$ cat src/hdl/coap_hop_pkg.sv
// ----------------------------------------------------------------------------
// coap_hop_pkg
// Types, codes and helpers shared by the CoAP header and option parser.
// ----------------------------------------------------------------------------
`default_nettype none

package coap_hop_pkg;

  localparam int unsigned MAX_URI_SEGMENTS_DEF = 8;
  localparam logic [3:0]  MAX_TKL_RESET        = 4'd8;
  localparam logic [1:0]  COAP_VERSION         = 2'd1;
  localparam logic [7:0]  MARKER_BYTE          = 8'hFF;
  localparam logic [3:0]  NIB_EXT1             = 4'd13;
  localparam logic [3:0]  NIB_EXT2             = 4'd14;
  localparam logic [3:0]  NIB_RESERVED         = 4'd15;
  localparam logic [16:0] EXT1_BASE            = 17'd13;
  localparam logic [16:0] EXT2_BASE            = 17'd269;
  localparam logic [15:0] OPT_URI_PATH         = 16'd11;

  typedef enum logic [2:0] {
    PH_HEADER  = 3'd0,
    PH_TOKEN   = 3'd1,
    PH_HEAD    = 3'd2,
    PH_EXTD    = 3'd3,
    PH_EXTL    = 3'd4,
    PH_VALUE   = 3'd5,
    PH_PAYLOAD = 3'd6
  } phase_e;

  typedef enum logic [2:0] {
    KIND_HEADER   = 3'd0,
    KIND_TOKEN    = 3'd1,
    KIND_OPT_HEAD = 3'd2,
    KIND_VALUE    = 3'd3,
    KIND_MARKER   = 3'd4,
    KIND_PAYLOAD  = 3'd5,
    KIND_DISCARD  = 3'd6
  } kind_e;

  typedef enum logic [2:0] {
    ST_OK          = 3'd0,
    ST_BAD_VERSION = 3'd1,
    ST_TOKEN_LONG  = 3'd2,
    ST_TRUNCATED   = 3'd3,
    ST_BAD_NIBBLE  = 3'd4,
    ST_SEGMENTS    = 3'd5,
    ST_OVERFLOW    = 3'd6
  } status_e;

  // Per-message parser state, segment count excluded (its width follows
  // the segment limit parameter).
  typedef struct packed {
    phase_e      phase;
    logic [1:0]  hdr_idx;
    logic [3:0]  tok_rem;
    logic [1:0]  extd_rem;
    logic [1:0]  extl_rem;
    logic [16:0] delta_acc;
    logic [16:0] val_rem;
    logic [16:0] cur_len;
    logic [15:0] run_opt;
    status_e     sticky;
    logic [1:0]  msg_type;
    logic [3:0]  tkl;
    logic [7:0]  code;
    logic [15:0] msg_id;
  } st_t;

  localparam st_t ST_CLEAR = '{
    phase:     PH_HEADER,
    hdr_idx:   2'd0,
    tok_rem:   4'd0,
    extd_rem:  2'd0,
    extl_rem:  2'd0,
    delta_acc: 17'd0,
    val_rem:   17'd0,
    cur_len:   17'd0,
    run_opt:   16'd0,
    sticky:    ST_OK,
    msg_type:  2'd0,
    tkl:       4'd0,
    code:      8'd0,
    msg_id:    16'd0
  };

  typedef struct packed {
    kind_e       byte_kind;
    logic [7:0]  out_byte;
    logic [1:0]  msg_type;
    logic [3:0]  token_len;
    logic [7:0]  msg_code;
    logic [15:0] msg_ident;
    logic [15:0] option_number;
    logic [16:0] opt_value_len;
    logic        is_uri_path;
    logic [3:0]  uri_segment;
    status_e     status;
    logic        message_end;
  } res_t;

  typedef struct packed {
    logic [1:0]  cnt;
    logic [16:0] base;
  } ext_t;

  // Decode an option nibble into extension byte count and base value.
  function automatic ext_t ext_start(input logic [3:0] nib);
    ext_t e;
    if (nib == NIB_EXT1) begin
      e.cnt  = 2'd1;
      e.base = EXT1_BASE;
    end else if (nib == NIB_EXT2) begin
      e.cnt  = 2'd2;
      e.base = EXT2_BASE;
    end else begin
      e.cnt  = 2'd0;
      e.base = {13'd0, nib};
    end
    return e;
  endfunction

endpackage

`default_nettype wire

$ cat src/hdl/coap_hop_if.sv
// ----------------------------------------------------------------------------
// coap_hop_in_if / coap_hop_out_if
// Valid/ready byte stream channels into and out of the parser.
// ----------------------------------------------------------------------------
`default_nettype none

interface coap_hop_in_if;
  logic       valid;
  logic       ready;
  logic [7:0] in_byte;
  logic       in_last;

  modport source (output valid, output in_byte, output in_last, input ready);
  modport sink   (input valid, input in_byte, input in_last, output ready);
endinterface

interface coap_hop_out_if;
  logic        valid;
  logic        ready;
  logic [2:0]  byte_kind;
  logic [7:0]  out_byte;
  logic [1:0]  msg_type;
  logic [3:0]  token_len;
  logic [7:0]  msg_code;
  logic [15:0] msg_ident;
  logic [15:0] option_number;
  logic [16:0] opt_value_len;
  logic        is_uri_path;
  logic [3:0]  uri_segment;
  logic [2:0]  status;
  logic        message_end;

  modport source (output valid, output byte_kind, output out_byte, output msg_type,
                  output token_len, output msg_code, output msg_ident,
                  output option_number, output opt_value_len, output is_uri_path,
                  output uri_segment, output status, output message_end,
                  input ready);
  modport sink   (input valid, input byte_kind, input out_byte, input msg_type,
                  input token_len, input msg_code, input msg_ident,
                  input option_number, input opt_value_len, input is_uri_path,
                  input uri_segment, input status, input message_end,
                  output ready);
endinterface

`default_nettype wire

$ cat src/hdl/coap_header_option_parser.sv
// Pipeline: an accepted byte waits in the input register, and the result
// register loads its result when that register is free or draining; one byte
// per cycle, set by the combinational state update between the two registers,
// with stalls held in those registers.
// Reset: asynchronous active low; message state clears to the fixed-header
// phase, max_token_length returns to 8, both registers are emptied.
// ----------------------------------------------------------------------------
// coap_header_option_parser
// CoAP header, token and option stream parser, one byte per transaction.
// ----------------------------------------------------------------------------
`default_nettype none

module coap_header_option_parser #(
  parameter int unsigned MAX_URI_SEGMENTS = coap_hop_pkg::MAX_URI_SEGMENTS_DEF
) (
  input  wire logic       clk_i,
  input  wire logic       rst_ni,
  input  wire logic       cfg_we_i,
  input  wire logic [3:0] cfg_wdata_i,
  coap_hop_in_if.sink     in_i,
  coap_hop_out_if.source  out_o
);
  import coap_hop_pkg::*;

  localparam int unsigned SEG_W = $clog2(MAX_URI_SEGMENTS + 1);

  logic [3:0]       max_tkl_q;
  logic             in_vld_q;
  logic [7:0]       in_byte_q;
  logic             in_last_q;
  logic             out_vld_q;
  res_t             res_q;
  res_t             res_d;
  st_t              st_q;
  st_t              st_d;
  logic [SEG_W-1:0] seg_q;
  logic [SEG_W-1:0] seg_d;
  logic             adv;

  // Move the held byte into the result register when it is free or draining.
  assign adv        = in_vld_q && (!out_vld_q || out_o.ready);
  assign in_i.ready = !in_vld_q || adv;

  coap_hop_step #(
    .MAX_URI_SEGMENTS(MAX_URI_SEGMENTS)
  ) u_step (
    .max_tkl_i (max_tkl_q),
    .byte_i    (in_byte_q),
    .last_i    (in_last_q),
    .st_i      (st_q),
    .seg_i     (seg_q),
    .st_o      (st_d),
    .seg_o     (seg_d),
    .res_o     (res_d)
  );

  always_ff @(posedge clk_i or negedge rst_ni) begin
    if (!rst_ni) begin
      max_tkl_q <= MAX_TKL_RESET;
      in_vld_q  <= 1'b0;
      out_vld_q <= 1'b0;
      st_q      <= ST_CLEAR;
      seg_q     <= '0;
    end else begin
      if (cfg_we_i) begin
        max_tkl_q <= cfg_wdata_i;
      end
      if (in_i.ready) begin
        in_vld_q <= in_i.valid;
      end
      if (adv) begin
        out_vld_q <= 1'b1;
        st_q      <= st_d;
        seg_q     <= seg_d;
      end else if (out_o.ready) begin
        out_vld_q <= 1'b0;
      end
    end
  end

  always_ff @(posedge clk_i) begin
    if (in_i.ready && in_i.valid) begin
      in_byte_q <= in_i.in_byte;
      in_last_q <= in_i.in_last;
    end
    if (adv) begin
      res_q <= res_d;
    end
  end

  assign out_o.valid         = out_vld_q;
  assign out_o.byte_kind     = res_q.byte_kind;
  assign out_o.out_byte      = res_q.out_byte;
  assign out_o.msg_type      = res_q.msg_type;
  assign out_o.token_len     = res_q.token_len;
  assign out_o.msg_code      = res_q.msg_code;
  assign out_o.msg_ident     = res_q.msg_ident;
  assign out_o.option_number = res_q.option_number;
  assign out_o.opt_value_len = res_q.opt_value_len;
  assign out_o.is_uri_path   = res_q.is_uri_path;
  assign out_o.uri_segment   = res_q.uri_segment;
  assign out_o.status        = res_q.status;
  assign out_o.message_end   = res_q.message_end;

endmodule

`default_nettype wire

$ cat src/hdl/coap_hop_step.sv
// ----------------------------------------------------------------------------
// coap_hop_step
// Next-state and result logic for one datagram byte.
// ----------------------------------------------------------------------------
`default_nettype none

module coap_hop_step #(
  parameter int unsigned MAX_URI_SEGMENTS = coap_hop_pkg::MAX_URI_SEGMENTS_DEF,
  localparam int unsigned SEG_W = $clog2(MAX_URI_SEGMENTS + 1)
) (
  input  wire logic [3:0]         max_tkl_i,
  input  wire logic [7:0]         byte_i,
  input  wire logic               last_i,
  input  wire coap_hop_pkg::st_t  st_i,
  input  wire logic [SEG_W-1:0]   seg_i,
  output coap_hop_pkg::st_t       st_o,
  output logic [SEG_W-1:0]        seg_o,
  output coap_hop_pkg::res_t      res_o
);
  import coap_hop_pkg::*;

  st_t              n;
  logic [SEG_W-1:0] seg_n;
  kind_e            kind;
  logic             fin;
  logic             report;
  logic             clean;
  logic             uri;
  logic [17:0]      sum;
  logic [4:0]       seg_ext;
  logic [4:0]       seg_m1;
  ext_t             ed;
  ext_t             el;

  assign ed = ext_start(byte_i[7:4]);
  assign el = ext_start(byte_i[3:0]);

  always_comb begin
    n      = st_i;
    seg_n  = seg_i;
    kind   = KIND_DISCARD;
    fin    = 1'b0;
    report = 1'b0;
    clean  = 1'b1;
    sum    = '0;

    if (st_i.sticky == ST_OK) begin
      case (st_i.phase)
        PH_HEADER: begin
          kind = KIND_HEADER;
          case (st_i.hdr_idx)
            2'd0: begin
              n.msg_type = byte_i[5:4];
              n.tkl      = byte_i[3:0];
              if (byte_i[7:6] != COAP_VERSION) begin
                n.sticky = ST_BAD_VERSION;
              end else if (byte_i[3:0] > max_tkl_i) begin
                n.sticky = ST_TOKEN_LONG;
              end
            end
            2'd1: n.code = byte_i;
            2'd2: n.msg_id[15:8] = byte_i;
            default: begin
              n.msg_id[7:0] = byte_i;
              n.tok_rem     = st_i.tkl;
              n.phase       = (st_i.tkl != 4'd0) ? PH_TOKEN : PH_HEAD;
            end
          endcase
          n.hdr_idx = st_i.hdr_idx + 2'd1;
        end
        PH_TOKEN: begin
          kind = KIND_TOKEN;
          if (st_i.tok_rem != 4'd0) begin
            n.tok_rem = st_i.tok_rem - 4'd1;
          end
          if (n.tok_rem == 4'd0) begin
            n.phase = PH_HEAD;
          end
        end
        PH_HEAD: begin
          if (byte_i == MARKER_BYTE) begin
            kind    = KIND_MARKER;
            n.phase = PH_PAYLOAD;
          end else begin
            kind = KIND_OPT_HEAD;
            if (byte_i[7:4] == NIB_RESERVED || byte_i[3:0] == NIB_RESERVED) begin
              n.sticky = ST_BAD_NIBBLE;
            end else begin
              n.extd_rem  = ed.cnt;
              n.delta_acc = ed.base;
              n.extl_rem  = el.cnt;
              n.val_rem   = el.base;
              if (ed.cnt != 2'd0) begin
                n.phase = PH_EXTD;
              end else if (el.cnt != 2'd0) begin
                n.phase = PH_EXTL;
              end else begin
                fin = 1'b1;
              end
            end
          end
        end
        PH_EXTD: begin
          kind        = KIND_OPT_HEAD;
          n.delta_acc = st_i.delta_acc + ((st_i.extd_rem == 2'd2) ?
                        {1'b0, byte_i, 8'd0} : {9'd0, byte_i});
          n.extd_rem  = st_i.extd_rem - 2'd1;
          if (n.extd_rem == 2'd0) begin
            if (st_i.extl_rem != 2'd0) begin
              n.phase = PH_EXTL;
            end else begin
              fin = 1'b1;
            end
          end
        end
        PH_EXTL: begin
          kind       = KIND_OPT_HEAD;
          n.val_rem  = st_i.val_rem + ((st_i.extl_rem == 2'd2) ?
                       {1'b0, byte_i, 8'd0} : {9'd0, byte_i});
          n.extl_rem = st_i.extl_rem - 2'd1;
          if (n.extl_rem == 2'd0) begin
            fin = 1'b1;
          end
        end
        PH_VALUE: begin
          kind   = KIND_VALUE;
          report = 1'b1;
          if (st_i.val_rem != 17'd0) begin
            n.val_rem = st_i.val_rem - 17'd1;
          end
          if (n.val_rem == 17'd0) begin
            n.phase = PH_HEAD;
          end
        end
        PH_PAYLOAD: kind = KIND_PAYLOAD;
        default:    kind = KIND_DISCARD;
      endcase

      // Option head complete: apply delta, count URI-Path segments.
      if (fin) begin
        sum = 18'(st_i.run_opt) + 18'(n.delta_acc);
        if (sum[17:16] != 2'b00) begin
          n.sticky = ST_OVERFLOW;
        end else if (sum[15:0] == OPT_URI_PATH && seg_i >= SEG_W'(MAX_URI_SEGMENTS)) begin
          n.sticky = ST_SEGMENTS;
        end else begin
          n.run_opt = sum[15:0];
          if (sum[15:0] == OPT_URI_PATH) begin
            seg_n = seg_i + SEG_W'(1);
          end
          n.cur_len = n.val_rem;
          n.phase   = (n.val_rem != 17'd0) ? PH_VALUE : PH_HEAD;
          report    = 1'b1;
        end
      end
    end

    // Flag a message that ends inside a structure.
    if (last_i && n.sticky == ST_OK) begin
      clean = (n.phase == PH_HEAD) || (n.phase == PH_PAYLOAD && kind == KIND_PAYLOAD);
      if (!clean) begin
        n.sticky = ST_TRUNCATED;
      end
    end
  end

  assign uri     = (n.run_opt == OPT_URI_PATH);
  assign seg_ext = 5'(seg_n);
  assign seg_m1  = seg_ext - 5'd1;

  always_comb begin
    res_o.byte_kind     = kind;
    res_o.out_byte      = byte_i;
    res_o.msg_type      = n.msg_type;
    res_o.token_len     = n.tkl;
    res_o.msg_code      = n.code;
    res_o.msg_ident     = n.msg_id;
    res_o.status        = n.sticky;
    res_o.message_end   = last_i;
    res_o.option_number = '0;
    res_o.opt_value_len = '0;
    res_o.is_uri_path   = 1'b0;
    res_o.uri_segment   = '0;
    if (report && n.sticky == ST_OK) begin
      res_o.option_number = n.run_opt;
      res_o.opt_value_len = n.cur_len;
      res_o.is_uri_path   = uri;
      res_o.uri_segment   = (uri && seg_ext != 5'd0) ? seg_m1[3:0] : 4'd0;
    end
  end

  // Clear message state after the last byte.
  assign st_o  = last_i ? ST_CLEAR : n;
  assign seg_o = last_i ? '0 : seg_n;

endmodule

`default_nettype wire

$ cat src/flat_wrapper.sv
// flat-port wrapper written by rule: the top's interface ports become plain ports
module coap_header_option_parser_flat import coap_hop_pkg::*;
#(
  parameter int unsigned MAX_URI_SEGMENTS = coap_hop_pkg::MAX_URI_SEGMENTS_DEF
)
  (clk_i, rst_ni, cfg_we_i, cfg_wdata_i, in_i_valid, in_i_in_byte, in_i_in_last, in_i_ready, out_o_valid, out_o_byte_kind, out_o_out_byte, out_o_msg_type, out_o_token_len, out_o_msg_code, out_o_msg_ident, out_o_option_number, out_o_opt_value_len, out_o_is_uri_path, out_o_uri_segment, out_o_status, out_o_message_end, out_o_ready);
  coap_hop_in_if in_i_i ();
  coap_hop_out_if out_o_i ();
  input  wire logic clk_i;
  input  wire logic rst_ni;
  input  wire logic cfg_we_i;
  input  wire logic [3:0] cfg_wdata_i;
  input wire logic [$bits(in_i_i.valid)-1:0] in_i_valid;
  input wire logic [$bits(in_i_i.in_byte)-1:0] in_i_in_byte;
  input wire logic [$bits(in_i_i.in_last)-1:0] in_i_in_last;
  output wire logic [$bits(in_i_i.ready)-1:0] in_i_ready;
  output wire logic [$bits(out_o_i.valid)-1:0] out_o_valid;
  output wire logic [$bits(out_o_i.byte_kind)-1:0] out_o_byte_kind;
  output wire logic [$bits(out_o_i.out_byte)-1:0] out_o_out_byte;
  output wire logic [$bits(out_o_i.msg_type)-1:0] out_o_msg_type;
  output wire logic [$bits(out_o_i.token_len)-1:0] out_o_token_len;
  output wire logic [$bits(out_o_i.msg_code)-1:0] out_o_msg_code;
  output wire logic [$bits(out_o_i.msg_ident)-1:0] out_o_msg_ident;
  output wire logic [$bits(out_o_i.option_number)-1:0] out_o_option_number;
  output wire logic [$bits(out_o_i.opt_value_len)-1:0] out_o_opt_value_len;
  output wire logic [$bits(out_o_i.is_uri_path)-1:0] out_o_is_uri_path;
  output wire logic [$bits(out_o_i.uri_segment)-1:0] out_o_uri_segment;
  output wire logic [$bits(out_o_i.status)-1:0] out_o_status;
  output wire logic [$bits(out_o_i.message_end)-1:0] out_o_message_end;
  input wire logic [$bits(out_o_i.ready)-1:0] out_o_ready;
  assign in_i_i.valid = in_i_valid;
  assign in_i_i.in_byte = in_i_in_byte;
  assign in_i_i.in_last = in_i_in_last;
  assign in_i_ready = in_i_i.ready;
  assign out_o_valid = out_o_i.valid;
  assign out_o_byte_kind = out_o_i.byte_kind;
  assign out_o_out_byte = out_o_i.out_byte;
  assign out_o_msg_type = out_o_i.msg_type;
  assign out_o_token_len = out_o_i.token_len;
  assign out_o_msg_code = out_o_i.msg_code;
  assign out_o_msg_ident = out_o_i.msg_ident;
  assign out_o_option_number = out_o_i.option_number;
  assign out_o_opt_value_len = out_o_i.opt_value_len;
  assign out_o_is_uri_path = out_o_i.is_uri_path;
  assign out_o_uri_segment = out_o_i.uri_segment;
  assign out_o_status = out_o_i.status;
  assign out_o_message_end = out_o_i.message_end;
  assign out_o_i.ready = out_o_ready;
  coap_header_option_parser #(.MAX_URI_SEGMENTS(MAX_URI_SEGMENTS)) u_core (.clk_i(clk_i), .rst_ni(rst_ni), .cfg_we_i(cfg_we_i), .cfg_wdata_i(cfg_wdata_i), .in_i(in_i_i), .out_o(out_o_i));
endmodule
$ cat config.mk
export PLATFORM = sky130hd
export DESIGN_NAME = coap_header_option_parser_flat
export DESIGN_NICKNAME = d
export VERILOG_FILES = /design/src/hdl/coap_hop_pkg.sv /design/src/hdl/coap_hop_if.sv /design/src/hdl/coap_header_option_parser.sv /design/src/hdl/coap_hop_step.sv /design/src/flat_wrapper.sv
export SDC_FILE = /design/constraint.sdc
export NUM_CORES = 1
export LEC_CHECK = 0
export ABC_CLOCK_PERIOD_IN_PS = 12300
export BUFFER_PORTS_ARGS = -buffer_cell sky130_fd_sc_hd__buf_2
export CAP_MARGIN = 20
export CORE_MARGIN = 5
export CORE_UTILIZATION = 53
export CTS_CLUSTER_SIZE = 16
export DETAILED_ROUTE_END_ITERATION = 16
export PLACE_DENSITY = 0.68
export SYNTH_ARGS = -nofsm -noshare
export SYNTH_HDL_FRONTEND = slang
export SYNTH_SLANG_ARGS = --single-unit
$ cat constraint.sdc
create_clock -name clk_i -period 12.3 [get_ports clk_i]
set_input_delay 2.46 -clock clk_i [delete_from_list [all_inputs] [get_ports clk_i]]
set_output_delay 2.46 -clock clk_i [all_outputs]
set_load 0.03 [all_outputs]
==> summary.txt, run 1 <==
Floorplan
  – Die H: ~170 um
  – Core Region: 0.0250 mm2
  – Initial Utilization: a little over half
  – FP Rows: 58
  – I/O pins: 103
  – Die area: 0.0284 mm2
  – Die width: between 150 and 200 um

Clocking
  – CTS Root Cell: clkbuf_16
  – CTS Buffer Depth: 3
  – Clk_lat worst skew: about 0.53 ns
  – Post-cts resize count: 0
  – Num CTS Buffers: 24
  – Setup Buffers After CTS: 0
  – Hold buffers post-CTS: 0
  – Clock sinks: ~220
  – H-tree depth: 1
  – Clk slew on worst S/H paths: 0.06 ns
  – CTS tree: built

Global routing
  – Gr ovfl total: 0
  – Largest net degree at the start of global routing: 67
  – Total GRT Usage: between 20% and 30%
  – Number of global-route vias before repair: 11000
  – Antenna violations before repair: 0
  – First-pass GRT wire length: 60000 um

STA
  – # setup viols final: 0
  – Setup slack after layout: 4.85 ns
  – Skew final: 0.0191 ns
  – Slew Limit Fails: 0
  – Slew @ Worst Pin: 1.10 ns
  – Unrepaired setup endpoints after global routing: false
  – Final worst path period need: approximately 7.5 ns
  – Fin. Hold Viols: 0
  – Period utilisation layout: 60.6%
  – Sum Neg Setup Slack: 0 ns
  – Achievable Freq: around 0.13 GHz
  – Slew HR: a little over a quarter

Run status
  – Status: complete, no violations

Critical path
  – CP peak stage delay: 0.70 ns
  – Crit start category: flop
  – Slowest stage cell, crit path: o211ai_1
  – Bufs and invs on worst path: 3
  – Worst Path Max Fanout: 38
  – Crit path kind: reg -> reg
  – Data required, critical path: 12.63 ns
  – Critical Path AT: about 8 ns
  – CP Capture Type: flop
  – Cell class contributing the biggest share of worst-path delay: compound AO/OA/AOI/OAI gates

Detailed routing
  – Via count: ~11000
  – Drt pass-1 iters: 5
  – Remaining antenna violation count: 0
  – Routed wire length: approximately 37000 um
  – DR WL/cell: 20.5 um
  – DRC: 0
  – Routed vias/inst: 6.34
  – 1st-iter DRT viols: 1017

Power
  – P_leak: 6.51 nW
  – PwrDens: 200 mW/mm2
  – Peak VDD IR: 0.000161 V
  – Pwr Total: 2.99 mW

Synthesis
  – FF+latch count, synth: 215
  – Sequential area share after synthesis: 43.9%
  – Async SR Flop Fraction: 57.2%
  – Post-synth top flop: dfrtp_1
  – Syn. warnings: 0
  – Post-synthesis instance area: 0.0133 mm2
  – Cells after Synth: about 1400
  – Yosys cell types: 80
  – Syn avg cell area: 9.62 um2
  – EDFF count, synth: 92
  – Syn nets: ~1500

Final layout
  – Design area: roughly 0.015 mm2
  – Share of post-route cells with drive strength above 1: 14.3%
  – Fillers: 2186
  – Most frequent cells in the layout: 144 x nand2_1, 122 x dfrtp_1, 107 x o21ai_0
  – Area Growth Syn to Fin: 12.6%
  – Final net count: 1550
  – Final core occ: 60.0%
  – # diodes: 0
  – Commonest non-fill, non-tap cell in the layout: nand2_1

Place
  – DP Area: ~0.014 mm2
  – Routability cong.: 0.956
  – HPWL Detailed: 25700 um
  – Place WS: 4.97 ns
  – Buffers on Ports: between 100 and 150

Run
  – Max-cap violation count: 0

Min path
  – Hold WC Path Type: reg -> reg
-- metrics by stage --
stage / hold slack [ns] / std cells
floorplan: 0.421 / 1383
global placement: 0.429 / 1765
detailed placement: 0.455 / 1765
CTS: 0.481 / 1809
global route: 0.479 / 1809
finish: 0.473 / 1809
-- area by class of cell --
cell class	count	area (um2)	area share, %
Clock inverter	14	188	1.25
Clock buffer	30	664	4.43
Sequential cell	215	5840	39.0
Tap cell	330	413	2.76
Multi-Input combinational cell	1058	7060	47.1
Timing Repair Buffer	122	663	4.42
Inverter	40	153	1.02
-- Yosys cell counts, types with 13 or more instances --
cell / instances / area (um2)
edfxtp_1: 92 / 2760
dfrtp_1: 122 / 3050
clkbuf_1: 57 / 214
a211oi_1: 20 / 150
or3_1: 19 / 119
and2_1: 27 / 169
a22o_1: 70 / 613
o21ai_0: 107 / 536
a21o_1: 25 / 188
nor2_1: 88 / 330
xor2_1: 13 / 114
nand2_1: 145 / 544
nand2b_1: 16 / 100
nor2b_1: 27 / 169
nor3_1: 35 / 175
inv_1: 39 / 146
nor4_1: 18 / 113
ha_1: 68 / 851
xnor2_1: 23 / 201
mux2_2: 28 / 315
a21oi_1: 92 / 460
nand3_1: 28 / 140
o31ai_1: 14 / 105
-- registers in the layout, indices dropped and copies added, names as in the netlist, 2 cells and up --
name,count
u_core.st_q,113
u_core.out_o.status,3
u_core.out_o.opt_value_len,17
u_core.max_tkl_q,4
u_core.out_o.msg_ident,16
u_core.out_o.byte_kind,3
u_core.out_o.token_len,4
u_core.in_byte_q,8
u_core.seg_q,4
u_core.out_o.msg_type,2
u_core.out_o.out_byte,8
u_core.out_o.msg_code,8
u_core.out_o.uri_segment,4
u_core.out_o.option_number,16
-- worst reg2reg max path: cells and delay by family, from the launching register on --
family                   cells  cell delay [ns]
flip-flops                   1             0.40
adder cells (fa/ha/maj)      3             0.94
XOR/XNOR                     2             0.45
AND/OR/NAND/NOR              5             1.08
AO/OA/AOI/OAI               15             3.96
buffers and inverters        3             0.42
-- final timing paths --
kind,from,slack (ns),to,depth (start not counted)
max in group asynchronous,rst_ni,8.90,u_core.st_q[54],2
worst min-delay path,u_core.in_byte_q[7],0.47,u_core.out_o.out_byte[7],0
worst min register to register,u_core.in_byte_q[7],0.47,u_core.out_o.out_byte[7],0
worst max-delay path,u_core.st_q[102],4.85,u_core.out_o.uri_segment[3],28
min in group asynchronous,rst_ni,2.01,u_core.in_vld_q,1
worst max register to register,u_core.st_q[102],4.85,u_core.out_o.uri_segment[3],28
-- cells by family (layout without fill, tap and decap cells) --
family,Yosys count,in the layout,synth area share [%]
AOI/OAI and AO/OA,451,451,23.0
xor gates and xnor gates,36,36,2.37
adders and majority gates,71,71,6.84
buffers and inverters,110,206,3.26
DFF,215,215,43.9
muxes,35,35,2.90
and+or+nand+nor,465,465,17.7
-- power breakdown --
| group | internal [mW] | leakage [nW] | switching [mW] |
|---|---|---|---|
| clock | 0.469 | 0.409 | 0.303 |
| sequential | 0.866 | 2.60 | 0.100 |
| combinational | 0.420 | 3.49 | 0.835 |
| total | 1.76 | 6.51 | 1.24 |
-- routing by layer --
layer / vias up / wire, um / GRT usage, %
li1: 5380 / - / -
met1: 5551 / 16500 / 37.6
met2: 485 / 16500 / 40.0
met3: 59 / 3330 / 5.04
met4: 0 / 799 / 6.39
met5: - / 0 / 0
No activity file was read; power rests on OpenSTA's default activity.
==> run 2, diff against run 1 <==
--- a/config.mk
+++ b/config.mk
@@ -5,7 +5,7 @@
 export SDC_FILE = /design/constraint.sdc
 export NUM_CORES = 1
 export LEC_CHECK = 0
-export ABC_CLOCK_PERIOD_IN_PS = 12300
+export ABC_CLOCK_PERIOD_IN_PS = 7600
 export BUFFER_PORTS_ARGS = -buffer_cell sky130_fd_sc_hd__buf_2
 export CAP_MARGIN = 20
 export CORE_MARGIN = 5
==> constraint.sdc (replaced) <==
create_clock -name clk_i -period 7.6 [get_ports clk_i]
set_input_delay 1.52 -clock clk_i [delete_from_list [all_inputs] [get_ports clk_i]]
set_output_delay 1.52 -clock clk_i [all_outputs]
set_load 0.03 [all_outputs]
==> summary.txt, run 2 (synthesis gave the netlist of run 1 again) <==
Critical path
  – Data required, critical path: 7.92 ns (was 12.63 ns)
  – Slowest stage cell, crit path: a2111oi_2 (was o211ai_1)
  – Worst Path Max Fanout: 38 (unchanged)
  – CP peak stage delay: 0.46 ns (was 0.70 ns)
  – Crit path kind: reg -> reg (unchanged)
  – CP Capture Type: flop (unchanged)
  – Critical Path AT: 7.17 ns (was 7.79 ns)
  – Crit-path most repeated cell: a21oi_1
  – Crit start category: flop (unchanged)

Final layout
  – # diodes: 0 (unchanged)
  – Largest Register: u_core.st_q (unchanged)
  – Share of post-route cells with drive strength above 1: 14.4% (was 14.3%)
  – Multi-input gate area in the final layout: 0.00709 mm2 (was 0.00706 mm2)
  – Fillers: 2174 (was 2186)
  – Design area: 0.0150 mm2 (about the same)
  – Area Growth Syn to Fin: 12.4% (was 12.6%)
  – Max reg flops: 113 (unchanged)
  – Commonest non-fill, non-tap cell in the layout: nand2_1 (unchanged)
  – Most frequent cells in the layout: 144 x nand2_1, 122 x dfrtp_1, 107 x o21ai_0 (unchanged)
  – Final net count: 1556 (was 1550)
  – Register area: 0.00584 mm2 (unchanged)

Detailed routing
  – Via count: 11398 (was 11475)
  – DRC: 0 (unchanged)
  – Remaining antenna violation count: 0 (unchanged)
  – DR WL/cell: 20.4 um (was 20.5 um)
  – 1st-iter DRT viols: 1001 (was 1017)
  – Drt pass-1 iters: 5 (unchanged)
  – Routed vias/inst: 6.28 (was 6.34)
  – Routed wire length: 37000 um (was 37100 um)

Clocking
  – H-tree depth: 1 (unchanged)
  – Hold buffers post-CTS: 0 (unchanged)
  – CTS Buffer Depth: 3 (unchanged)
  – CTS tree: built (unchanged)
  – Clk_lat worst skew: 0.52 ns (was 0.53 ns)
  – Clk slew on worst S/H paths: 0.06 ns (about the same)
  – Num CTS Buffers: 24 (unchanged)
  – CTS Root Cell: clkbuf_16 (unchanged)
  – Clock sinks: 215 (unchanged)

STA
  – Slew HR: 28.0% (was 26.6%)
  – Achievable Freq: 0.146 GHz (was 0.134 GHz)
  – Fin. Hold Viols: 0 (unchanged)
  – Sum Neg Setup Slack: 0 ns (unchanged)
  – Setup slack after layout: 0.758 ns (was 4.85 ns)
  – # setup viols final: 0 (unchanged)
  – Skew final: 0.00954 ns (was 0.0191 ns)
  – Unrepaired setup endpoints after global routing: false (unchanged)
  – Slew Limit Fails: 0 (unchanged)
  – Slew @ Worst Pin: 1.07 ns (was 1.10 ns)
  – Final worst path period need: 6.84 ns (was 7.45 ns)
  – Period utilisation layout: 90.0% (was 60.6%)

Min path
  – Hold WC Path Type: reg -> reg (unchanged)

Place
  – HPWL Detailed: 26100 um (was 25700 um)
  – Buffers on Ports: 102 (unchanged)
  – DP Area: 0.0142 mm2 (was 0.0141 mm2)
  – Routability cong.: 0.916 (was 0.956)
  – Place WS: 0.461 ns (was 4.97 ns)

Run status
  – Status: complete, no violations (unchanged)

Run
  – Max-cap violation count: 0 (unchanged)

Floorplan
  – Die area: 0.0284 mm2 (unchanged)
  – Core Region: 0.0250 mm2 (unchanged)
  – Die width: 168 um (unchanged)
  – Die H: 168 um (unchanged)
  – FP Rows: 58 (unchanged)
  – I/O pins: 103 (unchanged)
  – Initial Utilization: 53.3% (unchanged)

Global routing
  – First-pass GRT wire length: 59200 um (was 60000 um)
  – Antenna violations before repair: 0 (unchanged)
  – Total GRT Usage: 25.4% (was 25.8%)
  – Largest net degree at the start of global routing: 67 (unchanged)
  – Number of global-route vias before repair: 10814 (was 11000)
  – Gr ovfl total: 0 (unchanged)

Power
  – PwrDens: 317 mW/mm2 (was 200 mW/mm2)
  – P_leak: 6.50 nW (was 6.51 nW)
  – Peak VDD IR: 0.000246 V (was 0.000161 V)
-- run 2: where the power goes --
part	total [mW]	internal (mW)	switching, mW
clock	1.13	0.650	0.480
sequential	1.57	1.40	0.170
combinational	2.03	0.687	1.35
-- run 2: final timing paths --
kind,from,end,slack (ns),cells past startpoint
max,u_core.st_q[102],u_core.out_o.uri_segment[2],0.76,28
min,u_core.st_q[59],u_core.st_q[59],0.48,2
max reg2reg,u_core.st_q[102],u_core.out_o.uri_segment[2],0.76,28
min reg2reg,u_core.st_q[59],u_core.st_q[59],0.48,2
max in group asynchronous,rst_ni,u_core.st_q[50],5.15,2
min in group asynchronous,rst_ni,u_core.in_vld_q,1.08,1
-- run 2: layout make-up --
| type | instances | share of cell area (%) |
|---|---|---|
| clock buffers | 33 | 4.45 |
| flip-flops and latches | 215 | 39.1 |
| inverters | 40 | 1.02 |
| well taps | 330 | 2.76 |
| repair buffers | 128 | 4.72 |
| clock inverters | 11 | 0.602 |
| multi-input cells | 1058 | 47.4 |
-- run 2: layer usage --
layer,wire (um),track usage (%),up-vias
li1,-,-,5386
met4,591,4.76,0
met2,16400,39.3,425
met5,0,0,-
met1,17500,38.5,5543
met3,2500,3.88,44
-- run 2: worst max-delay path: cells and delay by family, from the launching register on --
family | cells | cell delay [ns]
adders and majority gates | 3 | 0.97
AOI/OAI and AO/OA | 14 | 3.20
and+or+nand+nor | 4 | 0.74
muxes | 1 | 0.43
DFF | 1 | 0.41
xor gates and xnor gates | 1 | 0.10
buffers and inverters | 5 | 0.77
-- run 2: metrics by stage --
step	total power, mW	instances	util, %	hold WS (ns)
2_1_floorplan	2.99	1383	-	0.421
3_3_place_gp	3.56	1768	56.7	0.462
3_5_place_dp	3.57	1768	56.7	0.476
4_1_cts	4.71	1812	59.7	0.486
5_1_grt	5.02	1815	59.9	0.517
6_report	4.74	1815	59.9	0.482
-- run 2: repair_timing --
action                                  4_1_cts  5_1_grt
endpoints found under the setup margin        0       45
gates resized for setup                       0        4
setup buffers                                 0        2
==> run 3, diff against run 2 <==
--- a/config.mk
+++ b/config.mk
@@ -5,6 +5,7 @@
 export SDC_FILE = /design/constraint.sdc
 export NUM_CORES = 1
 export LEC_CHECK = 0
+export ABC_AREA = 1
 export ABC_CLOCK_PERIOD_IN_PS = 7600
 export BUFFER_PORTS_ARGS = -buffer_cell sky130_fd_sc_hd__buf_2
 export CAP_MARGIN = 20
==> summary.txt, run 3 <==
Run status
  – Status: complete, no violations (unchanged)

Synthesis
  – FF+latch count, synth: 215 (unchanged)
  – EDFF count, synth: 92 (unchanged)
  – Syn. warnings: 0 (unchanged)
  – Post-synth top flop: dfrtp_1 (unchanged)
  – Sequential area share after synthesis: 41.8% (was 43.9%)
  – Syn avg cell area: 7.46 um2 (was 9.62 um2)
  – Area leader, netlist: dfrtp_1 (unchanged)
  – Async SR Flop Fraction: 57.2% (unchanged)
  – Synth top cells by count: 526 x nand2_1, 289 x inv_1, 167 x o21ai_0 (was 145 x nand2_1, 122 x dfrtp_1, 107 x o21ai_0)
  – Yosys cell types: 57 (was 80)
  – Top cell type's share of synthesized area: 21.9% (was 22.9%)
  – Post-synthesis instance area: 0.0140 mm2 (was 0.0133 mm2)
  – Most common cell in the netlist: nand2_1 (unchanged)
  – Cells after Synth: 1873 (was 1383)
  – Largest cells by area after synthesis: dfrtp_1 22%, edfxtp_1 20%, nand2_1 14% (was dfrtp_1 23%, edfxtp_1 21%, ha_1 6.4%)
  – Syn nets: 1962 (was 1472)

Clocking
  – CTS Buffer Depth: 3 (unchanged)
  – Hold buffers post-CTS: 0 (unchanged)
  – H-tree depth: 1 (unchanged)
  – Setup Buffers After CTS: 0 (unchanged)
  – Post-cts resize count: 0 (unchanged)
  – CTS Root Cell: clkbuf_16 (unchanged)
  – Clk slew on worst S/H paths: 0.06 ns (about the same)
  – Clk_lat worst skew: 0.53 ns (was 0.52 ns)
  – CTS tree: built (unchanged)
  – Clock sinks: 215 (unchanged)
  – Num CTS Buffers: 24 (unchanged)

STA
  – Fin. Hold Viols: 0 (unchanged)
  – Final worst path period need: 6.26 ns (was 6.84 ns)
  – Achievable Freq: 0.160 GHz (was 0.146 GHz)
  – # setup viols final: 0 (unchanged)
  – Unrepaired setup endpoints after global routing: false (unchanged)
  – Slew Limit Fails: 0 (unchanged)
  – Skew final: 0.0226 ns (was 0.00954 ns)
  – Period utilisation layout: 82.4% (was 90.0%)
  – Slew HR: 29.5% (was 28.0%)
  – Setup slack after layout: 1.34 ns (was 0.758 ns)
  – Slew @ Worst Pin: 1.05 ns (was 1.07 ns)
  – Sum Neg Setup Slack: 0 ns (unchanged)

Place
  – Routability cong.: 0.979 (was 0.916)
  – Buffers on Ports: 102 (unchanged)
  – Place WS: 1.49 ns (was 0.461 ns)
  – HPWL Detailed: 30700 um (was 26100 um)

Floorplan
  – Die area: 0.0297 mm2 (was 0.0284 mm2)
  – I/O pins: 103 (unchanged)
  – Initial Utilization: 53.8% (was 53.3%)
  – FP Rows: 59 (was 58)
  – Die H: 172 um (was 168 um)
  – Core Region: 0.0260 mm2 (was 0.0250 mm2)
  – Die width: 172 um (was 168 um)

Critical path
  – Data required, critical path: 7.84 ns (was 7.92 ns)
  – Worst Path Max Fanout: 34 (was 38)
  – Critical Path AT: 6.50 ns (was 7.17 ns)
  – CP peak stage delay: 0.52 ns (was 0.46 ns)
  – Slowest stage cell, crit path: edfxtp_1 (was a2111oi_2)
  – Crit start category: flop (unchanged)
  – Crit path kind: reg -> reg (unchanged)
  – CP Capture Type: flop (unchanged)

Final layout
  – Most frequent cells in the layout: 526 x nand2_1, 289 x inv_1, 167 x o21ai_0 (was 144 x nand2_1, 122 x dfrtp_1, 107 x o21ai_0)
  – Largest Register: u_core.st_q (unchanged)
  – Commonest non-fill, non-tap cell in the layout: nand2_1 (unchanged)
  – Max reg flops: 113 (unchanged)
  – Final core occ: 59.9% (about the same)
  – Area Growth Syn to Fin: 11.3% (was 12.4%)
  – # diodes: 0 (unchanged)
  – Final net count: 2056 (was 1556)
  – Share of post-route cells with drive strength above 1: 11.8% (was 14.4%)

Global routing
  – Number of global-route vias before repair: 11808 (was 10814)
  – Largest net degree at the start of global routing: 79 (was 67)
  – Total GRT Usage: 27.2% (was 25.4%)
  – Antenna violations before repair: 0 (unchanged)
  – First-pass GRT wire length: 64300 um (was 59200 um)
  – Gr ovfl total: 0 (unchanged)

Detailed routing
  – Via count: 12759 (was 11398)
  – Drt pass-1 iters: 5 (unchanged)
  – DR WL/cell: 17.5 um (was 20.4 um)
  – 1st-iter DRT viols: 1178 (was 1001)
  – Remaining antenna violation count: 0 (unchanged)
  – Routed vias/inst: 5.50 (was 6.28)
  – DRC: 0 (unchanged)
  – Routed wire length: 40500 um (was 37000 um)

Power
  – P_leak: 7.85 nW (was 6.50 nW)
  – Peak VDD IR: 0.000274 V (was 0.000246 V)
  – PwrDens: 337 mW/mm2 (was 317 mW/mm2)

Run
  – Max-cap violation count: 0 (unchanged)

Min path
  – Hold WC Path Type: reg -> reg (unchanged)
[run 3: metal layers]
layer	wire (um)	up-vias	global-route usage, %
li1	-	6295	-
met1	18900	5917	42.6
met2	17300	489	40.5
met3	3300	58	3.18
met4	980	0	6.22
met5	0	-	0
[run 3: final timing paths]
| path | cells past startpoint | startpoint | to | slack (ns) |
|---|---|---|---|---|
| worst max register to register | 32 | u_core.in_byte_q[0] | u_core.out_o.option_number[0] | 1.34 |
| worst min-delay path | 2 | u_core.st_q[16] | u_core.st_q[16] | 0.48 |
| worst max-delay path | 32 | u_core.in_byte_q[0] | u_core.out_o.option_number[0] | 1.34 |
| worst min register to register | 2 | u_core.st_q[16] | u_core.st_q[16] | 0.48 |
| max in group asynchronous | 3 | rst_ni | u_core.seg_q[0] | 4.99 |
| min in group asynchronous | 1 | rst_ni | u_core.st_q[98] | 0.99 |
[run 3: through the flow]
| step | power [mW] | hold slack, ns | std cells | cell area (um2) |
|---|---|---|---|---|
| 2_1_floorplan | 3.46 | 0.448 | 1873 | 14000 |
| 4_1_cts | 5.23 | 0.484 | 2319 | 15500 |
| 3_3_place_gp | 4.09 | 0.463 | 2275 | 14800 |
| 3_5_place_dp | 4.10 | 0.469 | 2275 | 14800 |
| 5_1_grt | 5.63 | 0.502 | 2320 | 15600 |
| 6_report | 5.25 | 0.480 | 2320 | 15600 |
[run 3: cells by family after synthesis]
| logic type | after synthesis | share of synthesized area (%) |
|---|---|---|
| simple gates | 904 | 28.4 |
| buf+inv | 351 | 9.82 |
| flops | 215 | 41.8 |
| xor+xnor | 12 | 0.752 |
| mux | 1 | 0.0806 |
| compound gates | 319 | 12.7 |
| fa+ha+maj | 71 | 6.52 |
[run 3: cell type report]
type / count / area, um2
inverters: 303 / 1140
multi-input cells: 1307 / 6770
fillers: 2450 / 10400
flip-flops and latches: 215 / 5840
clock buffers: 36 / 697
repair buffers: 116 / 618
clock inverters: 8 / 62.6
well taps: 335 / 419
[run 3: report_power, final]
part,total (mW),switching [mW],internal (mW),leakage [nW]
registers,1.67,0.169,1.50,2.59
logic,2.45,1.75,0.701,4.90
clock network,1.12,0.483,0.638,0.364
total,5.25,2.40,2.84,7.85
[run 3: critical path: cells and delay by family (launching register included)]
family                   cells  cell delay (ns)
AO/OA/AOI/OAI               11             2.07
AND/OR/NAND/NOR             13             1.83
adder cells (fa/ha/maj)      3             0.94
flip-flops                   1             0.52
buffers and inverters        4             0.42
XOR/XNOR                     1             0.16
